[src/rtl/rhsv_pkg.sv]
// Package for the 8-bit RGB to HSV converter.
// Holds the scaling constants, sector bases and the beat types that the
// pipeline and its divider share. No dependencies.
package rhsv_pkg;

    localparam int DivStages = 8;
    localparam int QuotWidth = 8;
    localparam int NumWidth  = 16;

    localparam logic [7:0] BaseRed   = 8'd0;
    localparam logic [7:0] BaseGreen = 8'd85;
    localparam logic [7:0] BaseBlue  = 8'd171;
    localparam logic [5:0] HueScale  = 6'd43;

    typedef struct packed {
        logic [7:0] brightness;
        logic [7:0] base;
        logic       neg;
        logic       zero;
    } rhsv_side_t;

    typedef struct packed {
        logic [NumWidth-1:0]  sat_rem;
        logic [7:0]           sat_div;
        logic [QuotWidth-1:0] sat_q;
        logic [NumWidth-1:0]  hue_rem;
        logic [7:0]           hue_div;
        logic [QuotWidth-1:0] hue_q;
        rhsv_side_t           side;
    } rhsv_div_t;

endpackage

[src/rtl/rhsv_div.sv]
// Pipelined restoring divider, one quotient bit per stage, two lanes:
// saturation and hue magnitude. Sideband travels with each beat.
// Depends on rhsv_pkg.
module rhsv_div (
    input  logic              clk,
    input  logic              rst_n,
    input  logic              in_valid,
    output logic              in_stall,
    input  rhsv_pkg::rhsv_div_t in_beat,
    output logic              out_valid,
    input  logic              out_stall,
    output rhsv_pkg::rhsv_div_t out_beat
);

    rhsv_pkg::rhsv_div_t                stage_reg [rhsv_pkg::DivStages];
    logic [rhsv_pkg::DivStages-1:0]     valid_reg;
    logic [rhsv_pkg::DivStages:0]       ready;

    assign ready[rhsv_pkg::DivStages] = !out_stall;
    assign in_stall  = !ready[0];
    assign out_valid = valid_reg[rhsv_pkg::DivStages-1];
    assign out_beat  = stage_reg[rhsv_pkg::DivStages-1];

    for (genvar k = 0; k < rhsv_pkg::DivStages; k++) begin : g_stage
        localparam int Sh = rhsv_pkg::DivStages - 1 - k;

        rhsv_pkg::rhsv_div_t src;
        rhsv_pkg::rhsv_div_t stage_next;
        logic                src_valid;
        logic [rhsv_pkg::NumWidth:0] sat_trial;
        logic [rhsv_pkg::NumWidth:0] hue_trial;

        if (k == 0) begin : g_first
            assign src       = in_beat;
            assign src_valid = in_valid;
        end
        else begin : g_rest
            assign src       = stage_reg[k-1];
            assign src_valid = valid_reg[k-1];
        end

        assign ready[k] = !valid_reg[k] || ready[k+1];

        always_comb
        begin
            stage_next = src;
            sat_trial  = {1'b0, src.sat_rem}
                       - ({{(rhsv_pkg::NumWidth-7){1'b0}}, src.sat_div} << Sh);
            hue_trial  = {1'b0, src.hue_rem}
                       - ({{(rhsv_pkg::NumWidth-7){1'b0}}, src.hue_div} << Sh);
            if (!sat_trial[rhsv_pkg::NumWidth])
            begin
                stage_next.sat_rem   = sat_trial[rhsv_pkg::NumWidth-1:0];
                stage_next.sat_q[Sh] = 1'b1;
            end
            if (!hue_trial[rhsv_pkg::NumWidth])
            begin
                stage_next.hue_rem   = hue_trial[rhsv_pkg::NumWidth-1:0];
                stage_next.hue_q[Sh] = 1'b1;
            end
        end

        always_ff @(posedge clk or negedge rst_n)
        begin
            if (!rst_n)
            begin
                valid_reg[k] <= 1'b0;
            end
            else if (ready[k])
            begin
                valid_reg[k] <= src_valid;
            end
        end

        always_ff @(posedge clk)
        begin
            if (ready[k] && src_valid)
            begin
                stage_reg[k] <= stage_next;
            end
        end
    end

    // remainder below divisor once all bits are resolved
    a_sat_rem: assert property (@(posedge clk) disable iff (!rst_n)
        out_valid && !out_beat.side.zero
        |-> out_beat.sat_rem < {8'd0, out_beat.sat_div})
        else $error("saturation remainder not reduced");

    a_hue_max: assert property (@(posedge clk) disable iff (!rst_n)
        out_valid && !out_beat.side.zero
        |-> out_beat.hue_q <= {2'b00, rhsv_pkg::HueScale})
        else $error("hue magnitude above one sector");

    a_enter: assert property (@(posedge clk) disable iff (!rst_n)
        in_valid && !in_stall |=> valid_reg[0])
        else $error("accepted beat lost at first stage");

endmodule

[src/rtl/rgb_to_hsv_8bit.sv]
// Usage
// -----
// Converts a stream of 8-bit RGB pixels to 8-bit hue, saturation and
// brightness (value). Input channel: in_valid / in_stall with red, green,
// blue. Output channel: out_valid / out_stall with hue, saturation,
// brightness. A beat moves at a clock edge where valid is high and stall low.
// Pipeline stages in order: sector/min/max, numerator products,
// eight divider stages (one quotient bit each, saturation and hue in
// parallel) and the output register. Throughput is one pixel per clock while out_stall is low.
// Every stage keeps its own valid bit, so bubbles are squeezed out while the
// receiver stalls; in_stall rises only when every stage holds a beat.
// A stalled output beat holds steady. Reset (rst_n low, asynchronous) empties
// all stages; the block keeps no other state and needs no setup.
// Depends on rhsv_pkg and rhsv_div.
module rgb_to_hsv_8bit (
    input  logic       clk,
    input  logic       rst_n,
    input  logic       in_valid,
    output logic       in_stall,
    input  logic [7:0] red,
    input  logic [7:0] green,
    input  logic [7:0] blue,
    output logic       out_valid,
    input  logic       out_stall,
    output logic [7:0] hue,
    output logic [7:0] saturation,
    output logic [7:0] brightness
);

    // stage 1: max, min, sector
    logic                 s1_valid_reg;
    rhsv_pkg::rhsv_side_t s1_side_reg;
    rhsv_pkg::rhsv_side_t s1_side_next;
    logic [7:0]           s1_delta_reg;
    logic [7:0]           s1_delta_next;
    logic [7:0]           s1_diff_reg;
    logic [7:0]           s1_diff_next;
    logic                 s1_ready;

    // stage 2: numerators
    logic                 s2_valid_reg;
    rhsv_pkg::rhsv_div_t  s2_beat_reg;
    rhsv_pkg::rhsv_div_t  s2_beat_next;
    logic                 s2_ready;
    logic [13:0]          hue_prod;

    // divider
    logic                 div_in_stall;
    logic                 div_out_valid;
    logic                 div_out_stall;
    rhsv_pkg::rhsv_div_t  div_out_beat;

    // output
    logic                 out_valid_reg;
    logic [7:0]           hue_reg;
    logic [7:0]           hue_next;
    logic [7:0]           sat_reg;
    logic [7:0]           sat_next;
    logic [7:0]           bright_reg;
    logic                 out_ready;

    logic [7:0]           mx;
    logic [7:0]           mn;
    logic [7:0]           p;
    logic [7:0]           q;

    assign out_ready     = !out_valid_reg || !out_stall;
    assign div_out_stall = !out_ready;
    assign s2_ready      = !s2_valid_reg || !div_in_stall;
    assign s1_ready      = !s1_valid_reg || s2_ready;
    assign in_stall      = !s1_ready;

    always_comb
    begin
        s1_side_next = '0;
        if (red >= green && red >= blue)
        begin
            mx                = red;
            s1_side_next.base = rhsv_pkg::BaseRed;
            p                 = green;
            q                 = blue;
        end
        else if (green >= blue)
        begin
            mx                = green;
            s1_side_next.base = rhsv_pkg::BaseGreen;
            p                 = blue;
            q                 = red;
        end
        else
        begin
            mx                = blue;
            s1_side_next.base = rhsv_pkg::BaseBlue;
            p                 = red;
            q                 = green;
        end
        mn = (red < green) ? red : green;
        if (blue < mn)
        begin
            mn = blue;
        end
        s1_delta_next           = mx - mn;
        s1_side_next.brightness = mx;
        s1_side_next.zero       = (s1_delta_next == 8'd0);
        s1_side_next.neg        = (p < q);
        s1_diff_next            = (p < q) ? (q - p) : (p - q);
    end

    always_ff @(posedge clk or negedge rst_n)
    begin
        if (!rst_n)
        begin
            s1_valid_reg <= 1'b0;
        end
        else if (s1_ready)
        begin
            s1_valid_reg <= in_valid;
        end
    end

    always_ff @(posedge clk)
    begin
        if (s1_ready && in_valid)
        begin
            s1_side_reg  <= s1_side_next;
            s1_delta_reg <= s1_delta_next;
            s1_diff_reg  <= s1_diff_next;
        end
    end

    assign hue_prod = {6'd0, s1_diff_reg} * {8'd0, rhsv_pkg::HueScale};

    always_comb
    begin
        s2_beat_next         = '0;
        s2_beat_next.sat_rem = {s1_delta_reg, 8'd0} - {8'd0, s1_delta_reg};
        s2_beat_next.sat_div = s1_side_reg.brightness;
        s2_beat_next.hue_rem = {2'd0, hue_prod};
        s2_beat_next.hue_div = s1_delta_reg;
        s2_beat_next.side    = s1_side_reg;
    end

    always_ff @(posedge clk or negedge rst_n)
    begin
        if (!rst_n)
        begin
            s2_valid_reg <= 1'b0;
        end
        else if (s2_ready)
        begin
            s2_valid_reg <= s1_valid_reg;
        end
    end

    always_ff @(posedge clk)
    begin
        if (s2_ready && s1_valid_reg)
        begin
            s2_beat_reg <= s2_beat_next;
        end
    end

    rhsv_div u_div (
        .clk       (clk),
        .rst_n     (rst_n),
        .in_valid  (s2_valid_reg),
        .in_stall  (div_in_stall),
        .in_beat   (s2_beat_reg),
        .out_valid (div_out_valid),
        .out_stall (div_out_stall),
        .out_beat  (div_out_beat)
    );

    always_comb
    begin
        if (div_out_beat.side.zero)
        begin
            hue_next = 8'd0;
            sat_next = 8'd0;
        end
        else
        begin
            sat_next = div_out_beat.sat_q;
            hue_next = div_out_beat.side.neg
                     ? (div_out_beat.side.base - div_out_beat.hue_q)
                     : (div_out_beat.side.base + div_out_beat.hue_q);
        end
    end

    always_ff @(posedge clk or negedge rst_n)
    begin
        if (!rst_n)
        begin
            out_valid_reg <= 1'b0;
        end
        else if (out_ready)
        begin
            out_valid_reg <= div_out_valid;
        end
    end

    always_ff @(posedge clk)
    begin
        if (out_ready && div_out_valid)
        begin
            hue_reg    <= hue_next;
            sat_reg    <= sat_next;
            bright_reg <= div_out_beat.side.brightness;
        end
    end

    assign out_valid  = out_valid_reg;
    assign hue        = hue_reg;
    assign saturation = sat_reg;
    assign brightness = bright_reg;

    a_black: assert property (@(posedge clk) disable iff (!rst_n)
        out_valid && brightness == 8'd0 |-> saturation == 8'd0 && hue == 8'd0)
        else $error("black pixel with nonzero hue or saturation");

    a_grey: assert property (@(posedge clk) disable iff (!rst_n)
        out_valid && saturation == 8'd0 |-> hue == 8'd0)
        else $error("grey pixel with nonzero hue");

    a_diff: assert property (@(posedge clk) disable iff (!rst_n)
        s1_valid_reg |-> s1_diff_reg <= s1_delta_reg)
        else $error("channel difference exceeds range");

endmodule
[config.mk]
export PLATFORM = sky130hd
export DESIGN_NAME = rgb_to_hsv_8bit
export DESIGN_NICKNAME = d
export VERILOG_FILES = /design/src/rtl/rhsv_pkg.sv /design/src/rtl/rhsv_div.sv /design/src/rtl/rgb_to_hsv_8bit.sv
export SDC_FILE = /design/constraint.sdc
export NUM_CORES = 1
export LEC_CHECK = 0
export BUFFER_PORTS_ARGS = -buffer_cell sky130_fd_sc_hd__buf_2
export CORE_MARGIN = 1
export CORE_UTILIZATION = 40
export DETAILED_ROUTE_END_ITERATION = 6
export HOLD_SLACK_MARGIN = 0.08
export PLACE_DENSITY_LB_ADDON = 0.1
export SYNTH_ARGS = -nofsm -noshare
export SYNTH_HDL_FRONTEND = slang
export SYNTH_SLANG_ARGS = --single-unit
[constraint.sdc]
create_clock -name clk -period 12.91 [get_ports clk]
set_input_delay 0 -clock clk [delete_from_list [all_inputs] [get_ports clk]]
set_output_delay 0 -clock clk [all_outputs]
set_load 0.02 [all_outputs]
==> summary.md, run 1 <==
| Metric | Value |
|---|---|
| Final Core Density | 45.6% |
| Dpl hpwl | 36900 um |
| Status | completed |
| CTS Buf Count | 58 |
| Final hold slack | 92.5 ps |
| Crit-path max FO | 14 |
| Num rows | 97 |
| IO Count | 54 |
| Avg Vias per Cell | 4.82 |
| CTS clock-pin slew for the worst setup and hold paths | 60 ps |
| Max Freq | 180 MHz |
| Slowest stage delay, CP | 790 ps |
| Mapped Avg Cell Area | 12.4 um2 |
| R2R depth | 14 |
| Root buffer cell | clkbuf_16 |
| Power per cell area | 246 nW/um2 |
| Cells after synthesis | 2294 |
| Worst-Margin Slew | 1060 ps |
| Clock Power Share | 20.5% |
| CP top delay family | compound AO/OA/AOI/OAI gates |
| Die W | 269 um |
| Post-Route Setup TNS | 0 ps |
| Worst rel slew slack | 29.0% |
| Antenna cells | 0 |
| Final Wtd Congestion | 0.771 |
| Initial antenna violation count | 1 |
| Max-cap violations | 0 |
| Asr flop ratio synth | 1.96% |
| DR iter-0 viols | 662 |
| WL final | 48700 um |
| Seq/Total Area, Yosys | 59.0% |
| Final WS setup | 7360 ps |
| Detail Route Antenna Nets | 0 |
| Fin crit period | 5550 ps |
| Clock buffer depth | 3 |
| Startpoint Class | primary input |
| Port Buf Inserts | 53 |
| Core footprint | 70300 um2 |
| Worst hold path startpoint | green[2] |
| Die area | 72300 um2 |
| Switching power | 2.67 mW |
| Worst Setup SP | red[5] |
| Req. time, crit path | 13350 ps |
| Post-Syn Nets | 2571 |
| Pre-CTS WS | 7190 ps |
| Slowest cell on the critical path | a21oi_1 |
| Reg2Reg Setup Slack | 9060 ps |
| Starting Density | 40.6% |
| Area grow syn2layout | 12.4% |
| VDD IR max | 134 uV |
| Final setup viols | 0 |
| First-pass GRT wire length | 80200 um |
| Leak Pwr | 12.9 nW |
| Sw frac | 33.9% |
| Logic pwr share | 38.4% |
| Share of cells above drive strength 1 | 9.98% |
| Min-Delay Path Class | primary input to flop |
| Clk_lat worst skew | 610 ps |
| Vias in the first global route | 16400 |
| # resized after CTS | 0 |
| TritonCTS clock tree | yes |
| Hold_buf cts | 19 |
| Worst Hold Depth | 3 |
| Post-synth top area share | 58.0% |
| Critical path, cell by cell | dlygate4sd3_1, buf_2, ha_1, a21oi_1, o21ai_0, nor2_2, mux2i_1, ha_1, a21o_1, a21o_1, a21o_1, nor3_1, a21oi_1, o21ai_0, fa_1, nand2_1, nand2_1, a21oi_1, xnor2_1, nor2_1, or4b_2, nor4_2 |
| Die Ht | 269 um |
| Max reg flops | 448 |
| Vias | 16400 |
| DR WL/cell | 14.3 um |
| Post-synth EDFFs | 551 |
| Critical Path AT | 5980 ps |
| #FFs+latches synth | 562 |
| Yosys cell types | 77 |
| # H-tree levels | 2 |
| Post-CTS setup buffer count | 0 |
| Internal power | 5.21 mW |
| Fin crit share | 43.0% |
| Post-synth top flop | edfxtp_1 |
| FF-to-FF Start | s1_diff_reg[3] |
| Crit Path Category | primary input to flop |
| Crit path buf inv count | 2 |
| All-Layer GR Usage | 13.7% |
| Clock sinks | 562 |
| RSZ-0062 raised after global routing | no |
| Setup Skew | 25.7 ps |
| Post-Syn Area | 28500 um2 |
| CP endpoint kind | flop |
| DRC viols | 0 |
| Largest net degree at the start of global routing | 67 |
| Yosys warning count | 0 |
| Drt pass-1 iters | 5 |
| Nets@finish | 2693 |
| Area leader, netlist | edfxtp_1 |
| Largest cells by area after synthesis | edfxtp_1 58%, ha_1 9.7%, inv_1 3.7% |
| Max-slew violations | 0 |
| Grt total ovfl | 0 |
| Min-Delay Endpoint | s1_side_reg[12] |
| Worst R2R End | s2_beat_reg[47] |
| Sequential cell fraction of total power | 41.1% |
| Hold Fails Final Rpt | 0 |
## cells in the final DEF (no fill, tap or decap), types with 53 or more instances in the layout
cell type / instances
a21oi_1: 89
nor2b_1: 57
nor2_1: 171
o21ai_0: 135
ha_1: 222
edfxtp_1: 551
buf_2: 53
clkbuf_16: 59
inv_1: 282
nand2_1: 160
## area by class of cell
class,count,area (um2)
Tap cell,940,1180
Fill cell,6226,38200
Clock buffer,72,1560
Inverter,282,1060
Sequential cell,562,16800
Multi-Input combinational cell,1426,10600
Clock inverter,37,323
Timing Repair Buffer,86,561
## worst max-delay path by stage
stage	endpoint	slack, ps	cells past startpoint
global placement	s1_side_reg[0]	7200	22
detailed placement	s1_side_reg[0]	7190	22
global route	s1_side_reg[0]	6830	23
floorplan	s1_side_reg[0]	8370	24
finish	s1_side_reg[0]	7360	22
CTS	s1_side_reg[0]	7350	22
## worst register-to-register path, stage by stage (launching register included)
cell      delay [ps]
edfxtp_1         490
ha_1             350
ha_1             280
inv_1             60
fa_1             540
inv_1             70
fa_1             450
a21o_1           190
a21oi_1          220
o21bai_1         100
a21oi_1          220
o21ai_0          180
a21o_1           210
a21oi_1          170
xnor2_1           80
## logic make-up after synthesis
kind of cell               Yosys count  share of synthesized area [%]
DFF                                562                           59.0
muxes                               88                           3.33
buffers and inverters              306                           4.06
adders and majority gates          249                           11.6
and+or+nand+nor                    577                           9.78
AOI/OAI and AO/OA                  423                           9.41
xor gates and xnor gates            89                           2.76
## routing by layer
metal  global-route usage, %  vias up  share of wire [%]
met2                    24.9      197                 50
met3                    2.24       78                2.8
met5                       0        -                  0
li1                        -     8483                  -
met4                    4.15        0                2.3
met1                    16.5     7644                 45
## cell usage after synthesis (4+ instances only)
cell / instances
a211o_1: 4
a211oi_1: 11
a21boi_0: 41
a21o_1: 41
a21oi_1: 89
a31oi_1: 7
and2_1: 11
and3_1: 7
buf_2: 5
clkbuf_1: 15
dfrtp_1: 11
edfxtp_1: 551
fa_1: 27
ha_1: 222
inv_1: 282
mux2_2: 50
mux2i_1: 37
nand2_1: 160
nand2b_1: 34
nand3_1: 15
nand3b_1: 4
nand4_1: 9
nor2_1: 171
nor2_2: 4
nor2b_1: 59
nor3_1: 48
nor3b_1: 7
nor4_1: 11
nor4b_1: 4
o211ai_1: 5
o21a_1: 15
o21ai_0: 135
o21ai_1: 4
o21bai_1: 6
o31ai_1: 29
or3_1: 13
xnor2_1: 52
xor2_1: 36
## metrics by stage
step,total power [mW],instance area [um2],cells
3_3_place_gp,6.23,30000,3277
4_1_cts,8.00,32100,3405
2_1_floorplan,5.60,28500,2294
6_report,7.88,32100,3405
3_5_place_dp,6.32,30000,3277
5_1_grt,8.53,32100,3405
## power by group through the flow
stage | registers (mW) | logic (mW) | clock network (mW)
detailed placement | 3.28 | 3.04 | 0
global route | 3.31 | 3.48 | 1.74
floorplan | 3.20 | 2.41 | 0
global placement | 3.27 | 2.96 | 0
finish | 3.24 | 3.03 | 1.61
CTS | 3.25 | 3.07 | 1.68
Power figures use the tool's default switching activity.
==> inputs of run 2 (changes only) <==
- clock period: 12.91 -> 4.9 ns (I/O delays scaled with it)
==> summary.md, run 2 (synthesis results as in run 1) <==
| Metric | Value |
|---|---|
| Worst R2R End | s2_beat_reg[47] (unchanged) |
| Critical Path Stages | 27 (was 22) |
| Vias in the first global route | 16600 (was 16400) |
| Fin crit share | 95.0% |
| Total power | 20.9 mW (was 7.88 mW) |
| Max-cap violations | 0 (unchanged) |
| Fin crit period | 4660 ps |
| RSZ-0062 raised after global routing | yes (was no) |
| Grt total ovfl | 0 (unchanged) |
| Die Ht | 269 um (unchanged) |
| Max Freq | 215 MHz |
| Vias | 16500 (was 16400) |
| Worst-Margin Slew | 1120 ps (was 1060 ps) |
| Most frequent cells in the layout | 551 x edfxtp_1, 282 x inv_1, 221 x ha_1 (was 551 x edfxtp_1, 282 x inv_1, 222 x ha_1) |
| Post-CTS setup buffer count | 0 (unchanged) |
| Worst hold path startpoint | blue[4] (was green[2]) |
| CTS Buf Count | 59 (was 58) |
| Leak Pwr | 13.0 nW (was 12.9 nW) |
| # H-tree levels | 2 (unchanged) |
| All-Layer GR Usage | 13.5% (was 13.7%) |
| WL final | 47400 um (was 48700 um) |
| Worst Hold Depth | 4 (was 3) |
| Die area | 72300 um2 (unchanged) |
| R2R depth | 14 (unchanged) |
| Worst rel slew slack | 25.5% (was 29.0%) |
| Clock buffer depth | 3 (unchanged) |
| Nets@finish | 2706 (was 2693) |
| Antenna cells | 0 (unchanged) |
| Num rows | 97 (unchanged) |
| Clock sinks | 562 (unchanged) |
| Area grow syn2layout | 13.1% (was 12.4%) |
| Final Wtd Congestion | 0.894 (was 0.771) |
| Final setup viols | 0 (unchanged) |
| Final Non-Filler Cells | 3418 (was 3405) |
| Crit-path most repeated cell | nand2_1 |
| DRC viols | 0 (unchanged) |
| Dpl hpwl | 36500 um (was 36900 um) |
| Max-slew violations | 0 (unchanged) |
| Root buffer cell | clkbuf_16 (unchanged) |
| VDD IR max | 404 uV (was 134 uV) |
| CTS clock-pin slew for the worst setup and hold paths | 60 ps (about the same) |
| Slowest cell on the critical path | or4b_2 (was a21oi_1) |
| Starting Density | 40.6% (unchanged) |
| Avg Vias per Cell | 4.83 (was 4.82) |
| Status | completed (unchanged) |
| Startpoint Class | primary input (unchanged) |
| Crit path buf inv count | 4 (was 2) |
| CP top delay family | simple AND/OR/NAND/NOR gates (was compound AO/OA/AOI/OAI gates) |
| CP endpoint kind | flop (unchanged) |
| Die W | 269 um (unchanged) |
| Crit-path max FO | 7 (was 14) |
| DR iter-0 viols | 560 (was 662) |
| Max reg flops | 448 (unchanged) |
| Hold Fails Final Rpt | 0 (unchanged) |
| Min-Delay Path Class | primary input to flop (unchanged) |
| Detail Route Antenna Nets | 0 (unchanged) |
| TritonCTS clock tree | yes (unchanged) |
| DR WL/cell | 13.9 um (was 14.3 um) |
| Largest net degree at the start of global routing | 67 (unchanged) |
| IO Count | 54 (unchanged) |
| Power per cell area | 648 nW/um2 (was 246 nW/um2) |
| FF-to-FF Start | s1_diff_reg[3] (unchanged) |
| Setup Skew | 21.1 ps (was 25.7 ps) |
| Initial antenna violation count | 0 (was 1) |
| Min-Delay Endpoint | s1_delta_reg[4] (was s1_side_reg[12]) |
| Reg2Reg Setup Slack | 1110 ps (was 9060 ps) |
| Share of cells above drive strength 1 | 10.5% (was 9.98%) |
| First-pass GRT wire length | 79500 um (was 80200 um) |
| Crit Path Category | primary input to flop (unchanged) |
| Clk_lat worst skew | 610 ps (about the same) |
| Most common cell after layout, fill and taps aside | edfxtp_1 (unchanged) |
| Drt pass-1 iters | 5 (unchanged) |
| Critical Path AT | 5080 ps (was 5980 ps) |
| Core footprint | 70300 um2 (unchanged) |
| Req. time, crit path | 5330 ps (was 13350 ps) |
| Port Buf Inserts | 53 (unchanged) |
| Placed cells | 3287 (was 3277) |
| Slowest stage delay, CP | 610 ps (was 790 ps) |
run 2: what timing repair did:
item | CTS | global route
endpoints found under the hold margin | 62 | 0
hold buffers | 21 | 0
setup endpoints to repair | 0 | 4
resized for setup | 0 | 13
run 2: per-layer routing:
metal | global-route usage, % | wire length [um]
met5 | 0 | 0
met4 | 5.45 | 1680
met3 | 2.45 | 1640
met2 | 24.1 | 23500
met1 | 15.9 | 20600
run 2: report_power, final:
| group | internal (mW) | switching [mW] |
|---|---|---|
| combinational | 3.59 | 4.42 |
| sequential | 7.69 | 0.812 |
| clock | 2.60 | 1.78 |
run 2: metrics by stage:
stage               setup WS (ps)  setup TNS [ps]  hold slack, ps  utilization [%]  cell area [um2]
global route                 -122            -122             167             45.9            32200
floorplan                     361               0            -296                -            28500
detailed placement          -54.3           -54.3           -72.3             42.8            30100
CTS                           103               0             131             45.8            32200
global placement              164               0           -76.1             42.8            30100
finish                        245               0             167             45.9            32200
run 2: worst max-delay path by stage:
stage          startpoint              to  slack, ps
6_report           red[1]  s1_side_reg[0]        240
3_3_place_gp     green[1]  s1_side_reg[0]        160
3_5_place_dp     green[1]  s1_side_reg[0]        -50
2_1_floorplan    green[1]  s1_side_reg[0]        360
4_1_cts            red[1]  s1_side_reg[0]        100
5_1_grt            red[1]  s1_side_reg[0]       -120
run 2: cell type report:
cell class                      count  area (um2)
Fill cell                        6279       38000
Sequential cell                   562       16800
Multi-Input combinational cell   1426       10600
Clock buffer                       66        1520
Tap cell                          940        1180
Inverter                          282        1060
Timing Repair Buffer               98         656
Clock inverter                     44         408
run 2: tightest hold or removal path: cells and delay by family:
family	cells	cell delay, ps
AOI/OAI and AO/OA	1	170
xor gates and xnor gates	1	150
adders and majority gates	1	190
buffers and inverters	1	130
